==> config.mk <==
export PLATFORM = sky130hd
export DESIGN_NAME = mwcc_window
export DESIGN_NICKNAME = d
export VERILOG_FILES = /design/src/design/mwcc_pkg.sv /design/src/design/mwcc_window.sv
export SDC_FILE = /design/constraint.sdc
export NUM_CORES = 1
export LEC_CHECK = 0
export BUFFER_PORTS_ARGS = -buffer_cell sky130_fd_sc_hd__buf_2
export CAP_MARGIN = 10
export CORE_UTILIZATION = 30
export CTS_BUF_LIST = sky130_fd_sc_hd__clkbuf_8 sky130_fd_sc_hd__clkbuf_16
export CTS_CLUSTER_SIZE = 28
export DETAILED_ROUTE_END_ITERATION = 10
export SYNTH_ARGS = -nofsm -noshare
export SYNTH_HDL_FRONTEND = slang
export SYNTH_SLANG_ARGS = --single-unit
==> constraint.sdc <==
create_clock -name clk_i -period 14.2 [get_ports clk_i]
set_input_delay 2.13 -clock clk_i [delete_from_list [all_inputs] [get_ports clk_i]]
set_output_delay 2.13 -clock clk_i [all_outputs]
set_load 0.01 [all_outputs]
==> src/design/mwcc_pkg.sv <==
// shared types, register indexes and pipeline constants for the
// multichannel window color compositor; no dependencies
package mwcc_pkg;

  localparam int MAX_CH         = 4;
  localparam int SAMPLE_W       = 16;
  localparam int COEF_W         = 17;
  localparam int DIV_STAGES     = 4;
  localparam int DIV_BITS       = 4;
  localparam int PIPE_DEPTH     = DIV_STAGES + 6;
  localparam int NUM_CH_DEF     = 4;
  localparam int SAMPLE_BITS_DEF = 16;
  localparam int CFG_IDX_W      = 3;
  localparam int CFG_DATA_W     = 57;

  localparam logic [CFG_IDX_W-1:0] CFG_CHAN0         = 3'd0;
  localparam logic [CFG_IDX_W-1:0] CFG_CHAN1         = 3'd1;
  localparam logic [CFG_IDX_W-1:0] CFG_CHAN2         = 3'd2;
  localparam logic [CFG_IDX_W-1:0] CFG_CHAN3         = 3'd3;
  localparam logic [CFG_IDX_W-1:0] CFG_GLOBAL_ALPHA  = 3'd4;
  localparam logic [CFG_IDX_W-1:0] CFG_ALPHA_CHANNEL = 3'd5;

  localparam logic [7:0]  GA_RESET  = 8'd255;
  localparam logic [2:0]  ACH_RESET = 3'd4;

  typedef struct packed {
    logic        en;
    logic [7:0]  red;
    logic [7:0]  green;
    logic [7:0]  blue;
    logic [15:0] win_high;
    logic [15:0] win_low;
  } chan_setup_t;

  typedef struct packed {
    logic [15:0] sample_ch0;
    logic [15:0] sample_ch1;
    logic [15:0] sample_ch2;
    logic [15:0] sample_ch3;
  } in_word_t;

  typedef struct packed {
    logic [7:0] red;
    logic [7:0] green;
    logic [7:0] blue;
    logic [7:0] alpha;
  } out_word_t;

  // merge mode; the user must keep it static while words are in flight, the block does not enforce it
  typedef struct packed {
    logic       alpha_mode;
    logic       any_en;
    logic [1:0] alpha_idx;
  } blend_mode_t;

endpackage

==> src/design/mwcc_window.sv <==
// per-channel window: sample to unsigned q1.16 fraction through a
// pipelined long divider; uses mwcc_pkg
module mwcc_window #(
  parameter int SAMPLE_BITS = mwcc_pkg::SAMPLE_BITS_DEF
) (
  input  logic                        clk_i,
  input  logic                        en_i,
  input  mwcc_pkg::chan_setup_t       setup_i,
  input  logic [mwcc_pkg::SAMPLE_W-1:0] sample_i,
  output logic [mwcc_pkg::COEF_W-1:0]   coef_o
);

  localparam int SW = mwcc_pkg::SAMPLE_W;
  localparam int NS = mwcc_pkg::DIV_STAGES;
  localparam int NB = mwcc_pkg::DIV_BITS;
  localparam logic [SW-1:0] SampleMask = SW'((33'd1 << SAMPLE_BITS) - 33'd1);

  logic [SW-1:0] rem_q   [0:NS];
  logic [SW-1:0] wid_q   [0:NS];
  logic [SW-1:0] quo_q   [0:NS];
  logic          below_q [0:NS];
  logic          sat_q   [0:NS];

  logic [SW-1:0] v, d, w;
  logic          below, sat;

  // window front: width, offset and saturation flags
  always_comb begin
    v     = sample_i & SampleMask;
    w     = (setup_i.win_high > setup_i.win_low) ?
            (setup_i.win_high - setup_i.win_low) : SW'(1);
    below = (v <= setup_i.win_low);
    d     = v - setup_i.win_low;
    sat   = !below && (d >= w);
  end

  always_ff @(posedge clk_i) begin
    if (en_i) begin
      rem_q[0]   <= d;
      wid_q[0]   <= w;
      quo_q[0]   <= '0;
      below_q[0] <= below;
      sat_q[0]   <= sat;
    end
  end

  for (genvar s = 0; s < NS; s++) begin : g_div
    logic [SW-1:0] r_nx, q_nx;
    always_comb begin
      logic [SW:0] rr;
      r_nx = rem_q[s];
      q_nx = quo_q[s];
      for (int b = 0; b < NB; b++) begin
        rr = {r_nx, 1'b0};
        if (rr >= {1'b0, wid_q[s]}) begin
          rr   = rr - {1'b0, wid_q[s]};
          q_nx = {q_nx[SW-2:0], 1'b1};
        end else begin
          q_nx = {q_nx[SW-2:0], 1'b0};
        end
        r_nx = rr[SW-1:0];
      end
    end
    always_ff @(posedge clk_i) begin
      if (en_i) begin
        rem_q[s+1]   <= r_nx;
        quo_q[s+1]   <= q_nx;
        wid_q[s+1]   <= wid_q[s];
        below_q[s+1] <= below_q[s];
        sat_q[s+1]   <= sat_q[s];
      end
    end
  end

  // round half up on the remainder, then the clamp cases
  logic [SW:0]              half_sum;
  logic [mwcc_pkg::COEF_W-1:0] coef_d, coef_q;

  always_comb begin
    half_sum = {1'b0, rem_q[NS]} + {2'b0, wid_q[NS][SW-1:1]};
    if (below_q[NS]) begin
      coef_d = '0;
    end else if (sat_q[NS]) begin
      coef_d = mwcc_pkg::COEF_W'(1) << SW;
    end else begin
      coef_d = {1'b0, quo_q[NS]} +
               mwcc_pkg::COEF_W'(half_sum >= {1'b0, wid_q[NS]});
    end
  end

  always_ff @(posedge clk_i) begin
    if (en_i) begin
      coef_q <= coef_d;
    end
  end

  assign coef_o = coef_q;

endmodule

; ---- Word level (Yosys, flattened, before mapping)
; Memory sizes are Yosys's and may differ from the RTL's.
; Index checks and enable logic that the tools add are counted.
[word_totals]
reg_bits = 17
latch_bits = 0
ramBits = 250
mem_bits_ro = 0
inputBits = 75
output_inout_bits = 17
wordCells = 86
n_memories = 5
[memory_table]
columns = memory, depth, word_bits, read_ports, rd_ports_with_merged_regs, wr, line
row1 = quo_q, 5, 16, 5, 0, 5, mwcc_window.sv:20  ; logic [SW-1:0] quo_q [0:NS];
row2 = rem_q, 5, 16, 5, 0, 5, mwcc_window.sv:18  ; logic [SW-1:0] rem_q [0:NS];
row3 = wid_q, 5, 16, 5, 0, 5, mwcc_window.sv:19  ; logic [SW-1:0] wid_q [0:NS];
row4 = below_q, 5, 1, 5, 0, 5, mwcc_window.sv:21  ; logic below_q [0:NS];
row5 = sat_q, 5, 1, 5, 0, 5, mwcc_window.sv:22  ; logic sat_q [0:NS];
[op_classes]
add_sub_neg = 20
n_mul = 0
div_mod_pow = 0
n_lt_le_gt_ge = 20
n_eq_ne = 0
n_shift = 0
n_mux = 36
bitwise_logic = 0
n_reduce_logical = 3
[ops]
columns = op, n
row1 = $ge A17 B16 Y1, 17
row2 = $sub A16 B16 Y16, 18
row3 = $mux W16, 17
row4 = $mux W1, 18
row5 = $add A16 B1 Y17, 1
row6 = $add A16 B15 Y17, 1
row7 = $mux W17, 1
row8 = $ge A16 B16 Y1, 1
row9 = $gt A16 B16 Y1, 1
row10 = $le A16 B16 Y1, 1
row11 = $reduce_or A2 Y1, 1
row12 = $logic_and A1 B1 Y1, 1
row13 = $logic_not A1 Y1, 1

; ---- Logic depth before layout (Yosys ltp)
; An unclocked memory read counts as a cell.
[logic_depth]
ltp_word = 9
depth_mapped = 50
depth_no_buf = 44

; ---- Least setup slack after synthesis
; OpenSTA, ideal clock, no wires.
[synth_path]
path_kind = reg-to-reg
start = memory wid_q[0][1] in the netlist's numbering
end = memory rem_q[0][27] in the netlist's numbering (data pin)
setup_time_ns = 0.261
t_arrival_ns = 9.634
t_required_ns = 13.939
setup_slack_ns = 4.306
stages_incl_launch_ff = 40
n_path_buf = 4
synth_period_minus_slack_ns = 9.894
cell_sequence = edfxtp_1 -> inv_1 -> ha_1 -> nor2b_1 -> o31a_1 -> o21ai_2 -> o211ai_1 -> a31oi_2 -> clkbuf_1 -> mux2_2 -> ha_1 -> o21a_1 -> o21ai_0 -> a22oi_1 -> a21oi_1 -> o21bai_1 -> clkbuf_1 -> nor2_1 -> [... 4 more ...] -> nor4_1 -> o21ai_1 -> a31o_2 -> or3_1 -> a31oi_1 -> nand2_1 -> clkbuf_1 -> mux2_2 -> ha_1 -> or3_1 -> o311ai_0 -> a211o_1 -> a31oi_1 -> or2_2 -> nor2_1 -> a21oi_2 -> clkbuf_1 -> a221o_1
[synth_lines]
columns = item, line
row1 = "start, declared", mwcc_window.sv:19
row2 = "end, declared", mwcc_window.sv:18

==> results_dict.tcl <==
set metrics [dict create \
    totalWireLength_mm 61.46 \
    cts-htree-levels 1 \
    cts_setup_buffers 0 \
    tightestPinTransition_ns 1.026 \
    grt_pass1_vias 18370 \
    synth-async-reset-ratio 0 \
    seqCellArea_um2 6817 \
    min_to "quo_q[2][4]$_DFFE_PP_" \
    worst_r2r_path_depth 41 \
    seq_area_frac_synth 0.2819 \
    period_minus_slack_ns 12.07 \
    crit_path_buffers_inverters 3 \
    slowest_delay_ns 0.87 \
    cts_tree "done" \
    synth_area_leader_cell "edfxtp_1" \
    post_cts_resized 0 \
    cts.hold.buffers_added 0 \
    worst_setup_path_end_kind "flip-flop" \
    synth-warning-count 0 \
    core_region_area_um2 79390 \
    synthFlopType "edfxtp_1" \
    drive_gt1_frac 0.1045 \
    grt_use_total 0.1462 \
    timing.critical_path.arrival_ns 12.37 \
    ant_nets 0 \
    die_area_um2 81740 \
    synth_area_um2 24180 \
    synth.top_cell.area_share 0.2819 \
    floorplan.die.height_um 285.9 \
    library_cells_used_by_synthesis 90 \
    timing.max_slew.rel_slack 0.3162 \
    grt_max_degree 82 \
    cap_viol_max_count 0 \
    flip_flop_and_latch_count_after_synthesis 227 \
    finalNetCount 3126 \
    worstPathRequired_ns 14.50 \
    clock_tree.root_cell "clkbuf_16" \
    cts.clk_slew.worst_paths_ns 0.06 \
    dp_hpwl_mm 49.68 \
    wire_length_of_the_first_global_routing_pass_mm 97.25 \
    pin_count 92 \
    critPathKind "reg2reg" \
    synth.avg_cell_area_um2 9.084 \
    vias_per_cell 5.228 \
    synth-edff-count 227 \
    antenna_found_initial 0 \
    drt_pass1_iterations 5 \
    worst_path_max_delay_cell "o31a_1" \
    worst-r2r-setup-slack_ns 2.13 \
    post-synth-top-count-cell "ha_1" \
    drc 0 \
    gp_routability_congestion 0.8849 \
    synth_area_leaders "edfxtp_1 28%, ha_1 17%, xnor2_1 6.1%" \
    drtIter0Drc 1354 \
    fin_crit_sh 0.8502 \
    netlist_instances 2662 \
    reg2reg_to "rem_q[0][63]$_DFFE_PP_" \
    detailroute.via_count 19800 \
    start_kind "flip-flop" \
    top_achievable_clock_speed_mhz 82.83 \
    timing.final.hold_violations 0 \
    clkSinkCount 227 \
    worstHoldPathCells 0 \
    wl_per_cell_um 16.23 \
    cts-buffers-inserted 24 \
    num_antenna_cells 0 \
    grt_setup_unrepaired "no" \
    largest_fanout_of_any_net_on_the_critical_path 22 \
    top_cells_by_count_synth "325 x ha_1, 227 x edfxtp_1, 226 x nor2_1" \
    nFillCells 8254 \
    numPortBuffers 66 \
    skew_ns 0.02571 \
    setup_total_negative_slack_ns 0 \
    min_from "quo_q[1][0]$_DFFE_PP_" \
    post-route-util 0.3335 \
    crit_path_frequent_cell "ha_1" \
    critical-path-top-delay-family "compound AO/OA/AOI/OAI gates" \
    status "completed" \
    clkLatencyLatePin_ns 0.54 \
    initial_core_util 0.3046 \
    global_route.overflow_total 0 \
    std_cell_rows 103 \
    hold_path.class "reg2reg" \
    setup_viol_count_final 0 \
    max-clock-path-buffers 3 \
    reg2reg_from "wid_q[0][46]$_DFFE_PP_" \
    multi_input_area_um2 16430 \
    layout-area-overhead-vs-synth_pct 9.499 \
    die-width_um 285.9 \
    synth_nets 3069 \
    final-max-slew-violation-count 0 \
]
## worst max-delay path by stage
stage | from | slack [ns] | depth (start not counted) | endpoint
floorplan | wid_q[0][1]$_DFFE_PP_ | 4.31 | 39 | rem_q[0][27]$_DFFE_PP_
global placement | wid_q[0][46]$_DFFE_PP_ | 2.10 | 41 | rem_q[0][63]$_DFFE_PP_
detailed placement | wid_q[0][46]$_DFFE_PP_ | 2.10 | 41 | rem_q[0][63]$_DFFE_PP_
CTS | wid_q[0][46]$_DFFE_PP_ | 2.08 | 41 | rem_q[0][63]$_DFFE_PP_
global route | wid_q[0][46]$_DFFE_PP_ | 1.27 | 41 | rem_q[0][63]$_DFFE_PP_
finish | wid_q[0][46]$_DFFE_PP_ | 2.13 | 41 | rem_q[0][63]$_DFFE_PP_
## cells in the final DEF, fill, tap and decap left out, types with 8 or more instances in the layout
cell type,synthesis,routed
ha_1,325,325
edfxtp_1,227,227
nor2_1,226,226
a21oi_1,207,207
inv_1,184,189
nand2_1,170,170
xnor2_1,168,168
o21ai_0,144,144
mux2_2,116,116
a21o_1,89,89
xor2_1,75,75
o21a_1,68,68
buf_2,8,65
nand3_1,57,57
nand4_1,47,47
nor3_1,42,42
nor2b_1,36,36
o21bai_1,34,33
a31oi_1,29,29
and3_1,26,26
nand2b_1,25,25
clkbuf_16,0,25
a211oi_1,24,24
or3_1,21,21
and2_1,18,18
o211ai_1,15,15
a31o_2,14,14
a221o_1,14,14
o31a_1,13,13
a211o_1,13,13
buf_4,2,13
nor4_1,11,11
or2_2,10,10
mux2i_1,10,10
o31ai_1,8,8
mux2_4,8,8
## kinds of logic (layout without fill, tap and decap cells)
| logic type | after synthesis | count (layout) | synth area share |
|---|---|---|---|
| DFF | 227 | 227 | 0.2819 |
| adders and majority gates | 332 | 332 | 0.1740 |
| xor gates and xnor gates | 243 | 243 | 0.08801 |
| buffers and inverters | 237 | 312 | 0.03881 |
| and+or+nand+nor | 720 | 720 | 0.1435 |
| AOI/OAI and AO/OA | 762 | 762 | 0.2075 |
| muxes | 141 | 141 | 0.06638 |
## through the flow
step / std cells / instance area (µm²) / setup WS, ns / hold WS (ns)
5_1_grt: 3787 / 26480 / 1.273 / 0.4190
2_1_floorplan: 2662 / 24180 / 4.306 / 0.4003
3_3_place_gp: 3743 / 25710 / 2.096 / 0.4010
3_5_place_dp: 3743 / 25710 / 2.096 / 0.4045
4_1_cts: 3787 / 26480 / 2.081 / 0.4130
6_report: 3787 / 26480 / 2.128 / 0.4073
## flip-flops by register name, summed over array words and instances, names as in the netlist
signal and count:
coef_o 17, sat_q 5, wid_q 80, quo_q 40, below_q 5, rem_q 80
## cell type report
cell class | instances | share of cell area
clock inverters | 19 | 0.005481
multi-input cells | 2198 | 0.6205
clock buffers | 25 | 0.02363
inverters | 189 | 0.02679
repair buffers | 79 | 0.01654
flip-flops and latches | 227 | 0.2574
well taps | 1050 | 0.04961
## metal layers
metal  track usage  routed length [µm]  vias to the layer above
met2        0.2404               28210                      431
met4       0.03115                1010                        0
met1        0.2058               29600                     9265
met3       0.01523                2644                       62
met5             0                   0                        -
li1              -                   -                    10040
Power is left out: the tool's default activity adds up to more than one toggle a clock period on the data nets, which glitch-free logic cannot reach.
